## config.mk

```make
export PLATFORM = sky130hd
export DESIGN_NAME = utf8_codepoint_decoder
export DESIGN_NICKNAME = d
export VERILOG_FILES = /design/src/sv/utf8d_pkg.sv /design/src/sv/utf8d_decode.sv /design/src/sv/utf8d_emit.sv /design/src/sv/utf8_codepoint_decoder.sv
export SDC_FILE = /design/constraint.sdc
export NUM_CORES = 1
export LEC_CHECK = 0
export BUFFER_PORTS_ARGS = -buffer_cell sky130_fd_sc_hd__buf_2
export CAP_MARGIN = 20
export CORE_AREA = 2 2 76 78
export CTS_CLUSTER_SIZE = 12
export DETAILED_ROUTE_END_ITERATION = 12
export DIE_AREA = 0 0 78 80
export PLACE_DENSITY = 0.9
export SYNTH_ARGS = -nofsm -noshare
export SYNTH_HDL_FRONTEND = slang
export SYNTH_SLANG_ARGS = --single-unit
```

## constraint.sdc

```tcl
create_clock -name clk -period 8.7 [get_ports clk]
set_input_delay 2.61 -clock clk [delete_from_list [all_inputs] [get_ports clk]]
set_output_delay 2.61 -clock clk [all_outputs]
set_load 0.02 [all_outputs]
```

## src/sv/utf8d_pkg.sv

```systemverilog
// Shared types and constants for the UTF-8 code point decoder.
`timescale 1ns / 1ps
package utf8d_pkg;

  localparam int unsigned CP_W   = 21;
  localparam int unsigned LEN_W  = 3;
  localparam int unsigned QCNT_W = 3;

  localparam logic [CP_W-1:0]  QMARK     = CP_W'(63);
  localparam logic [LEN_W-1:0] LEN_ONE   = LEN_W'(1);

  // Lead byte classes
  localparam logic [2:0] LB_ASCII   = 3'd0;
  localparam logic [2:0] LB_SEQ2    = 3'd1;
  localparam logic [2:0] LB_SEQ3    = 3'd2;
  localparam logic [2:0] LB_SEQ4    = 3'd3;
  localparam logic [2:0] LB_INVALID = 3'd4;

  // Results caused by one item: qmarks '?' results, then an optional decoded point.
  typedef struct packed {
    logic [QCNT_W-1:0] qmarks;
    logic              has_point;
    logic [CP_W-1:0]   point;
    logic [LEN_W-1:0]  len;
    logic              eot;
  } desc_t;

endpackage

```

## src/sv/utf8d_decode.sv

```systemverilog
// Per-byte decode logic and the open-sequence state registers.
`timescale 1ns / 1ps
module utf8d_decode (
  input  logic                clk,
  input  logic                rst_n,
  input  logic [7:0]          byte_i,
  input  logic                eot_i,
  input  logic                take_i,
  output utf8d_pkg::desc_t    desc_o,
  output logic                has_result_o
);

  logic [1:0]  exp_r, exp_nxt;
  logic [1:0]  taken_r, taken_nxt;
  logic [20:0] part_r, part_nxt;

  logic [2:0]  lead_class;
  logic        is_cont;
  logic [1:0]  taken_inc;
  logic [20:0] part_sh;
  utf8d_pkg::desc_t d;

  always_comb begin
    if (byte_i[7] == 1'b0) begin
      lead_class = utf8d_pkg::LB_ASCII;
    end else if (byte_i[7:5] == 3'b110) begin
      lead_class = utf8d_pkg::LB_SEQ2;
    end else if (byte_i[7:4] == 4'b1110) begin
      lead_class = utf8d_pkg::LB_SEQ3;
    end else if (byte_i[7:3] == 5'b11110) begin
      lead_class = utf8d_pkg::LB_SEQ4;
    end else begin
      lead_class = utf8d_pkg::LB_INVALID;
    end
  end

  assign is_cont   = (byte_i[7:6] == 2'b10);
  assign taken_inc = taken_r + 2'd1;
  assign part_sh   = {part_r[14:0], byte_i[5:0]};

  always_comb begin
    d         = '0;
    d.eot     = eot_i;
    exp_nxt   = exp_r;
    taken_nxt = taken_r;
    part_nxt  = part_r;

    if (exp_r != 2'd0 && is_cont) begin
      if (taken_inc >= exp_r) begin
        d.has_point = 1'b1;
        d.point     = part_sh;
        d.len       = {1'b0, exp_r} + utf8d_pkg::LEN_ONE;
        exp_nxt     = 2'd0;
        taken_nxt   = 2'd0;
        part_nxt    = '0;
      end else begin
        taken_nxt = taken_inc;
        part_nxt  = part_sh;
      end
    end else begin
      if (exp_r != 2'd0) begin
        // bad continuation: flush the open sequence first
        d.qmarks  = {1'b0, taken_r} + 3'd1;
        exp_nxt   = 2'd0;
        taken_nxt = 2'd0;
        part_nxt  = '0;
      end
      case (lead_class)
        utf8d_pkg::LB_ASCII: begin
          d.has_point = 1'b1;
          d.point     = {13'd0, byte_i};
          d.len       = utf8d_pkg::LEN_ONE;
        end
        utf8d_pkg::LB_SEQ2: begin
          exp_nxt   = 2'd1;
          taken_nxt = 2'd0;
          part_nxt  = {16'd0, byte_i[4:0]};
        end
        utf8d_pkg::LB_SEQ3: begin
          exp_nxt   = 2'd2;
          taken_nxt = 2'd0;
          part_nxt  = {17'd0, byte_i[3:0]};
        end
        utf8d_pkg::LB_SEQ4: begin
          exp_nxt   = 2'd3;
          taken_nxt = 2'd0;
          part_nxt  = {18'd0, byte_i[2:0]};
        end
        default: begin
          d.qmarks = d.qmarks + 3'd1;
        end
      endcase
    end

    if (eot_i && exp_nxt != 2'd0) begin
      d.qmarks  = d.qmarks + {1'b0, taken_nxt} + 3'd1;
      exp_nxt   = 2'd0;
      taken_nxt = 2'd0;
      part_nxt  = '0;
    end
  end

  assign desc_o       = d;
  assign has_result_o = d.has_point || (d.qmarks != 3'd0);

  always_ff @(posedge clk) begin
    if (!rst_n) begin
      exp_r   <= 2'd0;
      taken_r <= 2'd0;
      part_r  <= '0;
    end else if (take_i) begin
      exp_r   <= exp_nxt;
      taken_r <= taken_nxt;
      part_r  <= part_nxt;
    end
  end

endmodule

```

## src/sv/utf8d_emit.sv

```systemverilog
// Result register: plays out the results of one item, one per cycle while out_ready is high.
`timescale 1ns / 1ps
module utf8d_emit (
  input  logic                clk,
  input  logic                rst_n,
  input  logic                load_i,
  input  utf8d_pkg::desc_t    desc_i,
  output logic                free_o,
  output logic                out_valid,
  input  logic                out_ready,
  output logic [20:0]         out_code_point,
  output logic [2:0]          out_byte_length,
  output logic                out_last_of_item,
  output logic                out_last_of_text
);

  logic [2:0]  qcnt_r, qcnt_nxt;
  logic        pt_r, pt_nxt;
  logic [20:0] point_r;
  logic [2:0]  len_r;
  logic        eot_r;
  logic        take;
  logic        final_one;

  assign out_valid        = (qcnt_r != 3'd0) || pt_r;
  assign final_one        = pt_r ? (qcnt_r == 3'd0) : (qcnt_r == 3'd1);
  assign take             = out_valid && out_ready;
  assign free_o           = !out_valid || (out_ready && final_one);

  assign out_code_point   = (qcnt_r != 3'd0) ? utf8d_pkg::QMARK : point_r;
  assign out_byte_length  = (qcnt_r != 3'd0) ? utf8d_pkg::LEN_ONE : len_r;
  assign out_last_of_item = final_one;
  assign out_last_of_text = final_one && eot_r;

  always_comb begin
    qcnt_nxt = qcnt_r;
    pt_nxt   = pt_r;
    if (take) begin
      if (qcnt_r != 3'd0) begin
        qcnt_nxt = qcnt_r - 3'd1;
      end else begin
        pt_nxt = 1'b0;
      end
    end
    if (load_i) begin
      qcnt_nxt = desc_i.qmarks;
      pt_nxt   = desc_i.has_point;
    end
  end

  always_ff @(posedge clk) begin
    if (!rst_n) begin
      qcnt_r <= 3'd0;
      pt_r   <= 1'b0;
    end else begin
      qcnt_r <= qcnt_nxt;
      pt_r   <= pt_nxt;
    end
  end

  always_ff @(posedge clk) begin
    if (load_i) begin
      point_r <= desc_i.point;
      len_r   <= desc_i.len;
      eot_r   <= desc_i.eot;
    end
  end

endmodule

```

## src/sv/utf8_codepoint_decoder.sv

```systemverilog
// Top level of the streaming UTF-8 code point decoder.
// Usage:
//   Input channel in_valid/in_ready carries one text byte per item, with
//   in_end_of_text set on the final byte of a text.
//   Output channel out_valid/out_ready carries one result per item taken:
//   code point, byte length, last_of_item and last_of_text flags.
//   A byte is held in the input register, and its results are then loaded
//   into the result register and shown from there.
//   Throughput is one byte per cycle while each byte yields at most one
//   result and out_ready is high; a byte that yields k results (up to 4)
//   holds the result register until all k are taken. Bytes that yield no
//   result (lead and inner continuation bytes) pass even while a result waits.
//   A stalled receiver holds the current result stable; a byte with results
//   then holds the input register and the decode state, and in_ready drops
//   while it waits.
//   Synchronous active-low reset closes any open sequence and empties both
//   the input and the result registers.
`timescale 1ns / 1ps
module utf8_codepoint_decoder (
  input  logic        clk,
  input  logic        rst_n,
  input  logic        in_valid,
  output logic        in_ready,
  input  logic [7:0]  in_text_byte,
  input  logic        in_end_of_text,
  output logic        out_valid,
  input  logic        out_ready,
  output logic [20:0] out_code_point,
  output logic [2:0]  out_byte_length,
  output logic        out_last_of_item,
  output logic        out_last_of_text
);

  logic       a_valid_r;
  logic [7:0] a_byte_r;
  logic       a_eot_r;
  logic       a_take;
  logic       has_result;
  logic       emit_free;
  utf8d_pkg::desc_t desc;

  assign a_take   = a_valid_r && (!has_result || emit_free);
  assign in_ready = !a_valid_r || a_take;

  always_ff @(posedge clk) begin
    if (!rst_n) begin
      a_valid_r <= 1'b0;
    end else if (in_ready) begin
      a_valid_r <= in_valid;
    end
  end

  always_ff @(posedge clk) begin
    if (in_valid && in_ready) begin
      a_byte_r <= in_text_byte;
      a_eot_r  <= in_end_of_text;
    end
  end

  utf8d_decode u_decode (
    .clk          (clk),
    .rst_n        (rst_n),
    .byte_i       (a_byte_r),
    .eot_i        (a_eot_r),
    .take_i       (a_take),
    .desc_o       (desc),
    .has_result_o (has_result)
  );

  utf8d_emit u_emit (
    .clk              (clk),
    .rst_n            (rst_n),
    .load_i           (a_take && has_result),
    .desc_i           (desc),
    .free_o           (emit_free),
    .out_valid        (out_valid),
    .out_ready        (out_ready),
    .out_code_point   (out_code_point),
    .out_byte_length  (out_byte_length),
    .out_last_of_item (out_last_of_item),
    .out_last_of_text (out_last_of_text)
  );

endmodule

```

==> results.toml <==
[status]
status = "finished clean"

[synth]
yosysSeqAreaShare_pct = 48.17
ys_warn_count = 0
ys_types = 51
synthArstFlopShare_pct = 0
synthesis.area_per_instance_um2 = 10.22
yosys_most_used_dff = "edfxtp_1"
syn_nets = 329
synth_top_cell_area_share_pct = 32.76
synth.largest_area_cell = "edfxtp_1"
synth_edf_count = 34
synth_area_um2 = 3117
ys_ff_latch = 58
syn_inst = 305
yosys-top-cells-area = "edfxtp_1 (33%), dfxtp_1 (15%), and2_1 (8.8%)"

[die]
die_area_um2 = 6240
num_rows = 27
die_y_um = 80
dieWidth_um = 78
start_util_pct = 57.66
io_pins = 41
core_um2 = 5405

[pwr]
power.leakage_nw = 1.376
pwr_density_cell_nw_per_um2 = 275.6
peakVddDrop_v = 0.0001297
power.switching_w = 0.0003623
power_frac_comb_pct = 38.1
p_clk_share_pct = 26.8
intPower_w = 0.0006192
seqPwrFrac_pct = 35.1
switching_share_pct = 36.91

[setup_path]
arrival_ns = 3.94
critPathLaunchType = "register"
crit_top_cell = "ha_1"
slowest_delay_ns = 0.51
path_cells = "ha_1, ha_1, a2111oi_4, mux2i_1, ha_1, fa_1, nand2b_1, a21oi_2, mux2i_1, o21ai_1, buf_2"
cp-end-kind = "output pin"
cp_max_fo = 6
setup.worst_path.class = "register to output pin"
crit_path_top_delay_cell = "a2111oi_4"
cp.required_ns = 6.09

[sta]
hold_slack_ns = 0.4551
rsz0062_at_grt = "no"
fmax_mhz = 152.6
final-max-slew-violation-count = 0
min_period_ns = 6.552
timing.final.crit_share_pct = 75.31
slew_headroom_pct = 31.89
finalHoldViolations = 0
setup_viol = 0
setup-tns-final_ns = 0
clock-skew-final_ns = 0.01559
tightestPinTransition_ns = 1.019

[layout]
n_fill_cell = 413
fin_area_um2 = 3562
multi_input_area_um2 = 1500
layout.nets = 370
antenna_cells = 0
final_util_pct = 65.90
synthToLayoutAreaGrowth_pct = 14.29
drive_above_1_share_pct = 20.00
regArea_um2 = 1501

[routing]
viasPerCell = 5.569
wire_per_inst_um = 14.61
drtPass1Iterations = 4
vias = 2350
drcViolationCount = 0
antenna_left = 0
wl_mm = 6.165
drt_iter0_drc = 112

[placed_design]
dpl-instance-area_um2 = 3356
io_buffers = 40
dp.final_hpwl_mm = 4.308
place.gp.congestion = 0.8975

[clock_network]
cts_buffers = 9
root_buffer = "clkbuf_8"
cts_resized = 0
cts_hold_buf = 0
cts_tree = "built"
clock-sinks = 58
insertion_delay_ns = 0.34
cts.clk_slew.worst_paths_ns = 0.07
cts_setup_buffers = 0
clockBufferDepth = 2
htreeDepth = 3

[global_route]
grt_max_degree = 27
grt_pass1_wl_mm = 10.13
grtUsageTotal_pct = 21.58
antenna_found_initial = 0
overflow = 0
grt_pass1_vias = 2136

[run]
cap_violations = 0

[min_path]
min_path_type = "register to register"
[power by group through the flow]
stage	combinational, W	clock [W]	sequential (W)
floorplan	0.000275	0	0.000342
global placement	0.000361	0	0.000348
detailed placement	0.000375	0	0.000349
CTS	0.000376	0.000268	0.000344
global route	0.000410	0.000278	0.000348
finish	0.000374	0.000263	0.000344
[cells in the mapped netlist, types with 3 or more instances]
library cell / number
or3_1: 4
nor3_1: 6
ha_1: 10
and2_1: 44
inv_1: 12
and3_1: 3
nand2_1: 44
nor2_1: 7
nand2b_1: 14
nand3_1: 8
dfxtp_1: 24
edfxtp_1: 34
mux2i_1: 25
a21oi_1: 14
clkbuf_1: 7
o21ai_0: 5
[flip-flops by register name (all words and copies together) (netlist names), 2 cells and up]
| signal | count |
|---|---|
| u_emit.qcnt_r | 3 |
| u_decode.exp_r | 2 |
| u_emit.len_r | 3 |
| u_emit.point_r | 21 |
| u_decode.part_r | 15 |
| a_byte_r | 8 |
| u_decode.taken_r | 2 |
[critical path, delay by kind of cell (launching register included)]
kind,cells,cell delay (ns)
compound gates,3,0.92
fa+ha+maj,4,1.32
buf+inv,1,0.18
flops,1,0.47
mux,2,0.54
simple gates,1,0.17
[cell families after synthesis]
| family | count (synthesis) | share of synthesized area, % |
|---|---|---|
| buffers and inverters | 25 | 3.854 |
| and+or+nand+nor | 139 | 23.61 |
| xor gates and xnor gates | 1 | 0.2811 |
| muxes | 28 | 9.113 |
| adders and majority gates | 11 | 4.657 |
| DFF | 58 | 48.17 |
| AOI/OAI and AO/OA | 43 | 10.32 |
[per-layer routing]
metal	global-route usage, %	wire length, µm	up-vias
met1	26.98	2594	1071
met4	14.21	196	0
met3	4.751	436	21
li1	-	-	1148
met2	33.71	2938	110
met5	0	0	-
[metrics by stage]
stage          total power, W  instances  worst slack (ns)
6_report            0.0009816        422             2.148
5_1_grt              0.001035        422             1.963
4_1_cts             0.0009878        422             2.181
3_5_place_dp        0.0007242        407             2.252
3_3_place_gp        0.0007090        407             2.367
2_1_floorplan       0.0006164        305             2.558
[path summary, 6_finish.rpt]
| kind | from | endpoint | slack (ns) | cells past startpoint |
|---|---|---|---|---|
| worst max-delay path | u_decode.taken_r[0]$_SDFFE_PN0P_ | in_ready | 2.15 | 11 |
| worst min-delay path | u_decode.part_r[10]$_SDFFE_PN0P_ | u_decode.part_r[10]$_SDFFE_PN0P_ | 0.46 | 2 |
| worst max register to register | u_decode.taken_r[0]$_SDFFE_PN0P_ | u_emit.point_r[0]$_DFFE_PP_ | 4.22 | 10 |
| worst min register to register | u_decode.part_r[10]$_SDFFE_PN0P_ | u_decode.part_r[10]$_SDFFE_PN0P_ | 0.46 | 2 |
[layout by cell type, fill, tap and decap left out, drive strengths merged, types with 2 or more instances in the layout]
cell	synthesis	routed
mux2i	25	25
clkbuf	7	9
a211o	2	2
nor2b	2	2
nand3	8	8
and2	44	44
o211ai	2	2
ha	10	10
buf	5	42
a2111oi	2	2
and3	3	3
or3	4	4
a21oi	15	15
nand2	44	44
mux2	3	3
edfxtp	34	34
dfxtp	24	24
nor3	7	7
nand2b	15	15
bufinv	0	2
inv	12	12
nor2	7	7
o211a	3	3
clkinv	1	5
a211oi	3	3
o21ai	6	6
or2	2	2
o22ai	2	2
nand4	2	2
[layout make-up]
cell class | count | area share, %
Inverter | 13 | 1.370
Clock buffer | 9 | 3.477
Timing Repair Buffer | 42 | 6.041
Sequential cell | 58 | 42.15
Clock inverter | 6 | 2.318
Multi-Input combinational cell | 222 | 42.11
Tap cell | 72 | 2.529
(Power assumes the default switching activity.)
